<file path="src/design/uer_pkg.sv">
// Package: shared types and constants for the ultrasonic echo ranger.
`timescale 1ns / 1ps

package uer_pkg;

  // Measurement phase
  typedef enum logic [1:0] {
    PH_GAP  = 2'd0,
    PH_TRIG = 2'd1,
    PH_MEAS = 2'd2
  } phase_t;

  // Configuration register indexes
  localparam int unsigned CFG_IDX_W  = 2;
  localparam int unsigned CFG_DATA_W = 24;
  localparam logic [CFG_IDX_W-1:0] CFG_GAP_TICKS     = 2'd0;
  localparam logic [CFG_IDX_W-1:0] CFG_TRIGGER_TICKS = 2'd1;
  localparam logic [CFG_IDX_W-1:0] CFG_CM_SCALE      = 2'd2;

  // Register reset values
  localparam logic [23:0] GAP_TICKS_RST     = 24'd50000;
  localparam logic [7:0]  TRIGGER_TICKS_RST = 8'd10;
  localparam logic [23:0] CM_SCALE_RST      = 24'd285326;

  // Result saturation limits
  localparam logic [19:0] DIST_MAX  = 20'hFFFFF;
  localparam logic [15:0] PULSE_MAX = 16'hFFFF;
  localparam logic [7:0]  TRIG_MAX  = 8'hFF;

  // One tick request
  typedef struct packed {
    logic echo_level;
    logic read_clear;
  } uer_in_t;

  // One tick result
  typedef struct packed {
    logic        trigger_out;
    logic        busy_res;
    logic        object_found;
    logic        fresh;
    logic [19:0] distance_q8;
    logic [15:0] pulse_ticks;
  } uer_out_t;

endpackage

</file>
<file path="src/design/ultrasonic_echo_ranger_core.sv">
// Top level: echo-pulse timer and distance conversion for an ultrasonic ranger.
`timescale 1ns / 1ps

// Usage:
//   Each request on req_* is one counter tick carrying the sampled echo level
//   and a software read strobe. Every request yields exactly one result on
//   res_*, showing trigger drive, busy, object found, new-value flag, the
//   distance in 1/256 cm and the latched echo pulse length in ticks.
//   Requests land in an input register; when that register advances, the tick
//   update (counters, edge detection, one tick x scale multiply) runs and its
//   output loads the result register.
//   Throughput is one request per cycle: the result register drains while a
//   new request is taken, so req_ready stays high as long as res_ready is.
//   When res_ready is low, the result holds, the input register fills and
//   req_ready drops until the result is taken.
//   Reset (rst, synchronous) clears all state, empties both registers and
//   restores gap_ticks = 50000, trigger_ticks = 10, cm_scale = 285326.
//   Configuration writes (cfg_we, cfg_index, cfg_wdata) take effect at once;
//   the user must make them with no request in flight; the block has no check.
module ultrasonic_echo_ranger_core #(
  parameter int unsigned COUNT_WIDTH = 16,
  parameter int unsigned GAP_WIDTH   = 24
) (
  input  logic                           clk,
  input  logic                           rst,
  input  logic                           req_valid,
  output logic                           req_ready,
  input  uer_pkg::uer_in_t               req_data,
  output logic                           res_valid,
  input  logic                           res_ready,
  output uer_pkg::uer_out_t              res_data,
  input  logic                           cfg_we,
  input  logic [uer_pkg::CFG_IDX_W-1:0]  cfg_index,
  input  logic [uer_pkg::CFG_DATA_W-1:0] cfg_wdata
);
  import uer_pkg::*;

  localparam int unsigned CMP_W  = (GAP_WIDTH > 24) ? GAP_WIDTH : 24;
  localparam int unsigned PLS_W  = (COUNT_WIDTH > 16) ? COUNT_WIDTH : 16;
  localparam int unsigned PROD_W = COUNT_WIDTH + 24;
  localparam int unsigned PEXT_W = (PROD_W > 36) ? PROD_W : 37;

  // Configuration registers
  logic [23:0] gap_ticks;
  logic [7:0]  trigger_ticks;
  logic [23:0] cm_scale;

  // Input register
  logic    s1_valid;
  uer_in_t s1_data;
  logic    s1_adv;

  // Tick state
  phase_t                 phase, phase_next;
  logic [GAP_WIDTH-1:0]   gap_count, gap_count_next;
  logic [7:0]             trig_count, trig_count_next;
  logic [COUNT_WIDTH-1:0] tick_count, tick_count_next;
  logic                   echo_prev;
  logic                   object_flag, object_flag_next;
  logic                   new_flag, new_flag_next;
  logic [19:0]            distance_reg, distance_reg_next;
  logic [15:0]            pulse_reg, pulse_reg_next;

  // Tick events
  logic                   active, rise, fall, wrap, ends;
  logic [GAP_WIDTH-1:0]   gap_inc;
  logic                   gap_done;
  logic [7:0]             trig_inc;
  logic                   trig_done;
  logic [PROD_W-1:0]      prod;
  logic [PEXT_W-1:0]      prod_ext;
  logic [19:0]            dist_sat;
  logic [PLS_W-1:0]       pulse_wide;
  logic [15:0]            pulse_sat;

  // Handshake: the input register advances when the result register is free
  assign s1_adv    = s1_valid && (!res_valid || res_ready);
  assign req_ready = !s1_valid || s1_adv;

  // Capture configuration writes; ignore indexes past the list
  always_ff @(posedge clk) begin
    if (rst) begin
      gap_ticks     <= GAP_TICKS_RST;
      trigger_ticks <= TRIGGER_TICKS_RST;
      cm_scale      <= CM_SCALE_RST;
    end else if (cfg_we) begin
      if (cfg_index == CFG_GAP_TICKS) begin
        gap_ticks <= cfg_wdata;
      end
      if (cfg_index == CFG_TRIGGER_TICKS) begin
        trigger_ticks <= cfg_wdata[7:0];
      end
      if (cfg_index == CFG_CM_SCALE) begin
        cm_scale <= cfg_wdata;
      end
    end
  end

  // Load the input register
  always_ff @(posedge clk) begin
    if (rst) begin
      s1_valid <= 1'b0;
    end else if (req_ready) begin
      s1_valid <= req_valid;
    end
  end

  always_ff @(posedge clk) begin
    if (req_ready && req_valid) begin
      s1_data <= req_data;
    end
  end

  // Decode tick events
  assign active = (phase == PH_TRIG) || (phase == PH_MEAS);
  assign rise   = s1_data.echo_level && !echo_prev;
  assign fall   = !s1_data.echo_level && echo_prev;
  assign wrap   = !rise && !fall && (tick_count == {COUNT_WIDTH{1'b1}});
  assign ends   = fall || wrap;

  assign gap_inc  = (gap_count == {GAP_WIDTH{1'b1}}) ? gap_count
                                                     : gap_count + GAP_WIDTH'(1);
  assign gap_done = (CMP_W'(gap_inc) >= CMP_W'(gap_ticks))
                    || (gap_inc == {GAP_WIDTH{1'b1}});

  assign trig_inc  = (trig_count == TRIG_MAX) ? trig_count : trig_count + 8'd1;
  assign trig_done = trig_inc >= trigger_ticks;

  // Convert the tick count to distance, saturated to 20 bits
  assign prod       = PROD_W'(tick_count) * PROD_W'(cm_scale);
  assign prod_ext   = PEXT_W'(prod);
  assign dist_sat   = (|prod_ext[PEXT_W-1:36]) ? DIST_MAX : prod_ext[35:16];
  assign pulse_wide = PLS_W'(tick_count);
  assign pulse_sat  = (pulse_wide > PLS_W'(PULSE_MAX)) ? PULSE_MAX : pulse_wide[15:0];

  // Next phase
  always_comb begin
    phase_next = phase;
    unique case (phase)
      PH_TRIG: begin
        if (ends) begin
          phase_next = PH_GAP;
        end else if (trig_done) begin
          phase_next = PH_MEAS;
        end
      end
      PH_MEAS: begin
        if (ends) begin
          phase_next = PH_GAP;
        end
      end
      default: begin
        if (gap_done) begin
          phase_next = PH_TRIG;
        end
      end
    endcase
  end

  // Next counters, flags and latched results
  always_comb begin
    gap_count_next    = gap_count;
    trig_count_next   = trig_count;
    tick_count_next   = tick_count;
    object_flag_next  = object_flag;
    new_flag_next     = new_flag && !s1_data.read_clear;
    distance_reg_next = distance_reg;
    pulse_reg_next    = pulse_reg;
    if (active) begin
      if (phase == PH_TRIG) begin
        trig_count_next = trig_inc;
      end
      if (rise) begin
        tick_count_next = '0;
      end else if (fall) begin
        distance_reg_next = dist_sat;
        pulse_reg_next    = pulse_sat;
        object_flag_next  = 1'b1;
        new_flag_next     = 1'b1;
      end else if (wrap) begin
        tick_count_next  = '0;
        object_flag_next = 1'b0;
        new_flag_next    = 1'b1;
      end else begin
        tick_count_next = tick_count + COUNT_WIDTH'(1);
      end
    end else if (gap_done) begin
      gap_count_next   = '0;
      trig_count_next  = '0;
      tick_count_next  = '0;
      object_flag_next = 1'b0;
      new_flag_next    = 1'b0;
    end else begin
      gap_count_next = gap_inc;
    end
  end

  // Advance the tick state
  always_ff @(posedge clk) begin
    if (rst) begin
      phase        <= PH_GAP;
      gap_count    <= '0;
      trig_count   <= '0;
      tick_count   <= '0;
      echo_prev    <= 1'b0;
      object_flag  <= 1'b0;
      new_flag     <= 1'b0;
      distance_reg <= '0;
      pulse_reg    <= '0;
    end else if (s1_adv) begin
      phase        <= phase_next;
      gap_count    <= gap_count_next;
      trig_count   <= trig_count_next;
      tick_count   <= tick_count_next;
      echo_prev    <= s1_data.echo_level;
      object_flag  <= object_flag_next;
      new_flag     <= new_flag_next;
      distance_reg <= distance_reg_next;
      pulse_reg    <= pulse_reg_next;
    end
  end

  // Load the result register; drop valid once taken
  always_ff @(posedge clk) begin
    if (rst) begin
      res_valid <= 1'b0;
    end else if (s1_adv) begin
      res_valid <= 1'b1;
    end else if (res_ready) begin
      res_valid <= 1'b0;
    end
  end

  always_ff @(posedge clk) begin
    if (s1_adv) begin
      res_data.trigger_out  <= (phase_next == PH_TRIG);
      res_data.busy_res     <= (phase_next == PH_TRIG) || (phase_next == PH_MEAS);
      res_data.object_found <= object_flag_next;
      res_data.fresh        <= new_flag_next;
      res_data.distance_q8  <= distance_reg_next;
      res_data.pulse_ticks  <= pulse_reg_next;
    end
  end

`ifndef NO_ASSERTIONS
  // An echo end reports a found object and leaves the block idle
  a_fall_reports: assert property (@(posedge clk) disable iff (rst)
    (s1_adv && active && fall) |=>
      (res_valid && res_data.object_found && res_data.fresh && !res_data.busy_res))
    else $error("echo end did not report an object");

  // A measurement start clears the tick and gap counters
  a_start_clears: assert property (@(posedge clk) disable iff (rst)
    (s1_adv && !active && gap_done) |=>
      (gap_count == '0 && tick_count == '0 && trig_count == '0 && phase == PH_TRIG))
    else $error("measurement start left counters set");

  // Tick state moves only when a request advances
  a_state_holds: assert property (@(posedge clk) disable iff (rst)
    !s1_adv |=> ($stable(phase) && $stable(tick_count) && $stable(gap_count)))
    else $error("tick state changed without a request");

  // The result register is never overwritten while it waits
  a_no_overwrite: assert property (@(posedge clk) disable iff (rst)
    (res_valid && !res_ready) |-> !s1_adv)
    else $error("result overwritten while stalled");
`endif

endmodule

</file>
<file path="config.mk">
export PLATFORM = sky130hd
export DESIGN_NAME = ultrasonic_echo_ranger_core
export DESIGN_NICKNAME = d
export VERILOG_FILES = /design/src/design/uer_pkg.sv /design/src/design/ultrasonic_echo_ranger_core.sv
export SDC_FILE = /design/constraint.sdc
export NUM_CORES = 1
export LEC_CHECK = 0
export BUFFER_PORTS_ARGS = -buffer_cell sky130_fd_sc_hd__clkbuf_2
export CAP_MARGIN = 40
export CELL_PAD_IN_SITES_DETAIL_PLACEMENT = 0
export CELL_PAD_IN_SITES_GLOBAL_PLACEMENT = 1
export CORE_MARGIN = 2
export CORE_UTILIZATION = 50
export DETAILED_ROUTE_END_ITERATION = 12
export GPL_TIMING_DRIVEN = 0
export PLACE_DENSITY_LB_ADDON = 0.12
export REMOVE_ABC_BUFFERS = 1
export SLEW_MARGIN = 40
export SYNTH_ARGS = -nofsm -noshare
export SYNTH_HDL_FRONTEND = slang
export SYNTH_SLANG_ARGS = --single-unit
</file>
<file path="constraint.sdc">
create_clock -name clk -period 9.36 [get_ports clk]
set_input_delay 2.808 -clock clk [delete_from_list [all_inputs] [get_ports clk]]
set_output_delay 2.808 -clock clk [all_outputs]
set_load 0.02 [all_outputs]
</file>
==> Yosys cells after proc, flatten, opt, wreduce, memory -nomap -nowiden <==
Cells that the tools add are included.
{ "word_totals": {"register_bits": 189, "in_bits": 33, "out_inout_bits": 42, "word_cells": 108} }
{ "classes": {"add_sub_neg": 3, "n_mul": 1, "n_lt_le_gt_ge": 3, "eq_ne": 12, "mux": 36, "bitwise": 1, "reduce_logical": 30} }
{ "op_table": {"columns": ["cell", "count"], "rows": [
  ["2-to-1 mux 16 bit", 9],
  ["2-to-1 mux 20 bit", 4],
  ["equality test 24 bit (second input constant)", 2],
  ["2-to-1 mux 24 bit", 2],
  ["multiplier 16 x 24 -> 40 bit", 1],
  ["2-to-1 mux 8 bit", 4],
  ["adder 24 x 1 -> 24 bit (second input constant)", 1],
  ["greater-or-equal comparator 24 bit", 1],
  ["adder 16 x 1 -> 16 bit (second input constant)", 1],
  ["equality test 16 bit (second input constant)", 1],
  ["> comparator 16 bit (second input constant)", 1],
  ["2-to-1 mux 1 bit", 12],
  ["adder 8 x 1 -> 8 bit (second input constant)", 1],
  ["equality test 8 bit (second input constant)", 1],
  ["greater-or-equal comparator 8 bit", 1],
  ["2-to-1 mux 2 bit", 4],
  ["AND reduction 2 bit", 4],
  ["logical AND 1 bit", 7],
  ["zero test 1 bit", 7],
  ["equality test 2 x 1 -> 1 bit (second input constant)", 3],
  ["equality test 2 bit (second input constant)", 3],
  ["logical OR 1 bit", 6],
  ["AND reduction 3 bit", 2],
  ["case mux 2 bit (2 select lines)", 1],
  ["other kinds (6)", 7]
]} }

==> Logic depth before layout (Yosys ltp) <==
{ "logic_depth": {"ltp_word": 10, "mapped_depth": 26, "mapped_depth_nobuf": 23} }

==> Least setup slack after synthesis <==
Ideal clock, no wire load.
{ "synth_timing": {"path_type": "register -> register", "from": "register tick_count[10], in the netlist pulse_wide[10]", "to": "register res_data[16] (netlist bit) (data pin)", "arrival_time_ns": 6.849, "t_required_ns": 9.086, "slack_ns": 2.237, "stages_incl_launch_ff": 25, "path_buffers": 4, "path_cell_list": "dfxtp_1 -> clkbuf_1 -> clkbuf_1 -> nand2_1 -> fa_1 -> inv_1 -> fa_1 -> fa_1 -> fa_1 -> fa_1 -> inv_1 -> fa_1 -> inv_1 -> ha_1 -> clkbuf_1 -> a21o_1 -> a31oi_1 -> o21a_1 -> o21ai_0 -> a21oi_1 -> o21bai_1 -> a211o_1 -> a2111oi_2 -> clkbuf_1 -> a31oi_1"} }
{ "synth_between": {"elab_chain_len": 6} }
{ "synth_rtl": {"columns": ["element", "line", "text"], "rows": [
  ["start, declared", "ultrasonic_echo_ranger_core.sv:57", "logic [COUNT_WIDTH-1:0] tick_count, tick_count_next;"],
  ["start signal, assigned", "ultrasonic_echo_ranger_core.sv:214", "tick_count <= tick_count_next;"],
  ["multiplier 16 x 24 -> 40 bit *", "ultrasonic_echo_ranger_core.sv:130", "assign prod = PROD_W'(tick_count) * PROD_W'(cm_scale);"],
  ["OR reduction 4 bit", "ultrasonic_echo_ranger_core.sv:132", "assign dist_sat = (|prod_ext[PEXT_W-1:36]) ? DIST_MAX : prod_ext[35:16];"],
  ["2-to-1 mux 20 bit *", "ultrasonic_echo_ranger_core.sv:132", null],
  ["2-to-1 mux 20 bit *", "ultrasonic_echo_ranger_core.sv:175", "end else if (fall) begin"],
  ["2-to-1 mux 20 bit *", "ultrasonic_echo_ranger_core.sv:173", "if (rise) begin"],
  ["2-to-1 mux 20 bit *", "ultrasonic_echo_ranger_core.sv:169", "if (active) begin"],
  ["net distance_reg_next[0]", "ultrasonic_echo_ranger_core.sv:61", "logic [19:0] distance_reg, distance_reg_next;"],
  ["end, declared", "ultrasonic_echo_ranger_core.sv:31", "output uer_pkg::uer_out_t res_data,"]
]} }
Mark *: on every way through the listed nets, which the timed path passes. The rest lies on a longest branch.
A chain may end at the register's enable or synchronous reset.

==> Worst setup path after layout <==
{ "layout_timing": {"from": "register cm_scale[6]", "to": "register res_data[20] (netlist bit) (data pin)"} }
{ "layout_between": {"elab_chain_len": 6} }
{ "layout_rtl": {"columns": ["element", "line", "text"], "rows": [
  ["start, declared", "ultrasonic_echo_ranger_core.sv:46", "logic [23:0] cm_scale;"],
  ["start signal, assigned", "ultrasonic_echo_ranger_core.sv:94", "cm_scale <= cfg_wdata;"],
  ["multiplier 16 x 24 -> 40 bit *", "ultrasonic_echo_ranger_core.sv:130", null],
  ["OR reduction 4 bit", "ultrasonic_echo_ranger_core.sv:132", null],
  ["2-to-1 mux 20 bit *", "ultrasonic_echo_ranger_core.sv:132", null],
  ["2-to-1 mux 20 bit *", "ultrasonic_echo_ranger_core.sv:175", null],
  ["2-to-1 mux 20 bit *", "ultrasonic_echo_ranger_core.sv:173", null],
  ["2-to-1 mux 20 bit *", "ultrasonic_echo_ranger_core.sv:169", null],
  ["net distance_reg_next[4]", "ultrasonic_echo_ranger_core.sv:61", null]
]} }
Marked as above.

==> results.toml <==
[global_routing]
antenna_found_initial = 2
first_global_vias = 17111
grt_pass1_wl_um = 88100
grt_max_degree = 56
track_usage = 0.252
overflow = 0

[setup_path]
worstPathCellList = "nand2_1 -> fa_1 -> inv_1 -> fa_1 -> fa_1 -> fa_1 -> fa_1 -> inv_1 -> fa_1 -> inv_1 -> ha_1 -> a211oi_1 -> o211ai_1 -> a21oi_1 -> o2bb2ai_1 -> a21oi_1 -> a31o_2 -> o41ai_1 -> a2111oi_4 -> buf_4 -> buf_4 -> buf_4 -> a31oi_1"
worstPathRequired_ns = 9.56
r2r_start = "cm_scale[6]"
start_kind = "flip-flop"
critPathMaxFanout = 17
arrival_ns = 8.40
max_stage_delay_ns = 0.89
critPathBufInv = 6
cp_common_cell = "fa_1"
critPathSlowestCell = "dfxtp_1"
worstSetupPathType = "reg -> reg"
path_delay_family = "adder cells"
crit_path_end_kind = "flip-flop"
startpoint = "cm_scale[6]"

[run_status]
status = "finished, final reports clean"

[routing]
wirelength_um = 53800
drt-wirelength-per-cell_um = 17.9
drc = 0
dr.pass1.iters = 6
vias_per_cell = 5.64
drt_iter0_drc = 1079
drt.antenna.violating_nets = 0
routed-via-count = 16879

[cells_and_area]
top_register = "res_data"
n_antenna_cell = 0
final_common_cell = "nand2_1"
final_nets = 2930
fillers = 3978
layout_common_cells = "441 x nand2_1, 399 x inv_1, 305 x fa_1"
area_delta_synth_final_pct = 6.51
ff_latch_area_sq_um = 4230
drive_gt1_frac = 0.0692
largest_reg_flops = 40
design_area_sq_um = 22700
multi_input_area_sq_um = 15100

[timing]
relSlewSlack = 0.418
fin_hold_ws_ns = 0.457
max_freq_mhz = 122
clock_skew_ns = 0.0280
hold_viol_final = 0
drv_slew = 0
timing.final.ws_setup_ns = 1.16
setup_viol = 0
tightest_slew_ns = 0.871
fin_crit_ns = 8.20
fin_crit_sh = 0.876
grt_setup_unrepaired = "no"

[pwr]
p_leak_uw = 0.0106
peakVddDrop_mv = 0.128
powerDensity_nw_per_um2 = 77.7

[min_path]
hold_start = "gap_ticks[19]"
hold_path_class = "reg -> reg"

[run]
maxCapViolCount = 0

[logic_synthesis]
seq_area_frac_synth = 0.197
synth_top_area_frac = 0.287
synthTopCellsByArea = "fa_1 29%, dfxtp_1 14%, ha_1 8.8%, nand2_1 7.8%, inv_1 7.1%"
synth-async-reset-ratio = 0
synth-edff-count = 42
syn_area_per_cell_sq_um = 8.56
ys_seq_elements = 189
synthDistinctLibCells = 71
synth_cells = 2487
netlist_area_sq_um = 21300
yosys_warnings = 0
synthFlopType = "dfxtp_1"
yosysTopAreaCell = "fa_1"

[floorplan]
die_width_um = 210
dieArea_sq_um = 44300
dieHeight_um = 210
start_util = 0.508
fp.coreArea_sq_um = 41900
row_count = 75
ios = 75

[placement]
routabilityCongestion = 0.873
portBuffers = 74
dpl_cell_area_sq_um = 22100
pre_cts_ws_ns = 1.35
hpwl_um = 39700

[clock_tree]
cts_sinks = 189
cts_tree = "done"
root_buffer = "clkbuf_16"
cts_buffer_depth = 2
cts_made_buffers = 17
h-tree-depth = 4
post_cts_buffers = 0
postCtsHoldBufs = 0
cts_resized = 0
clock_latency_ns = 0.47
clk_pin_slew_ns = 0.08
## per-layer routing
layer	share of wire	GRT usage	wire length [um]
met5	0.00048	0	26
met4	0.019	0.0755	1020
met2	0.48	0.419	26000
met1	0.44	0.347	23800
met3	0.054	0.0310	2880
## cell type report
| class | count | share of cell area |
|---|---|---|
| multi-input combinational | 1746 | 0.665 |
| clock inverter | 15 | 0.00833 |
| clock buffer | 17 | 0.0188 |
| timing repair buffer | 87 | 0.0248 |
| tap | 539 | 0.0297 |
| inverter | 402 | 0.0669 |
| sequential | 189 | 0.186 |
## cells by family after synthesis
logic type,count (synthesis),share of synthesized area
simple gates,875,0.193
compound gates,361,0.114
flops,189,0.197
buf+inv,552,0.0982
fa+ha+maj,454,0.374
xor+xnor,47,0.0193
mux,9,0.00435
## worst paths after layout
kind / cells past startpoint / endpoint / slack [ns]
min reg2reg: 2 / gap_ticks[19] / 0.46
max reg2reg: 23 / res_data[20] / 1.16
min: 2 / gap_ticks[19] / 0.46
max: 23 / res_data[20] / 1.16
## synthesized netlist by cell type (20+ instances only)
cell type,number
a21oi_1,95
nand4_1,20
dfxtp_1,147
a31oi_1,37
and2_1,172
xnor2_1,29
o21ai_0,61
nor2_1,101
a21o_1,39
a41oi_1,23
ha_1,149
fa_1,305
nand3_1,39
edfxtp_1,42
nand2_1,442
clkbuf_1,133
inv_1,401
nor3_1,27
## power breakdown
part | internal (uW) | leakage (uW) | switching [uW] | total (uW)
sequential | 855 | 0.00161 | 34.9 | 890
clock | 387 | 0.000302 | 373 | 759
combinational | 38.1 | 0.00866 | 73.8 | 112
total | 1280 | 0.0106 | 481 | 1760
## metrics by stage
stage | total power [uW] | setup TNS [ns] | utilization | cells
2_1_floorplan | 954 | 0 | - | 2337
3_3_place_gp | 1010 | -9.14 | 0.519 | 2950
3_5_place_dp | 1020 | 0 | 0.526 | 2963
4_1_cts | 1780 | 0 | 0.540 | 2995
5_1_grt | 1830 | 0 | 0.541 | 2995
6_report | 1760 | 0 | 0.541 | 2995
## worst register-to-register path, stage by stage (launching register included)
cell and delay [ns]:
dfxtp_1 0.89, nand2_1 0.20, fa_1 0.58, inv_1 0.06, fa_1 0.52, fa_1 0.58, fa_1 0.53, fa_1 0.54
inv_1 0.05, fa_1 0.52, inv_1 0.04, ha_1 0.39, a211oi_1 0.35, o211ai_1 0.18, a21oi_1 0.22, o2bb2ai_1 0.08
a21oi_1 0.50, a31o_2 0.26, o41ai_1 0.14, a2111oi_4 0.52, buf_4 0.26, buf_4 0.19, buf_4 0.20, a31oi_1 0.12
(Power assumes the default switching activity.)
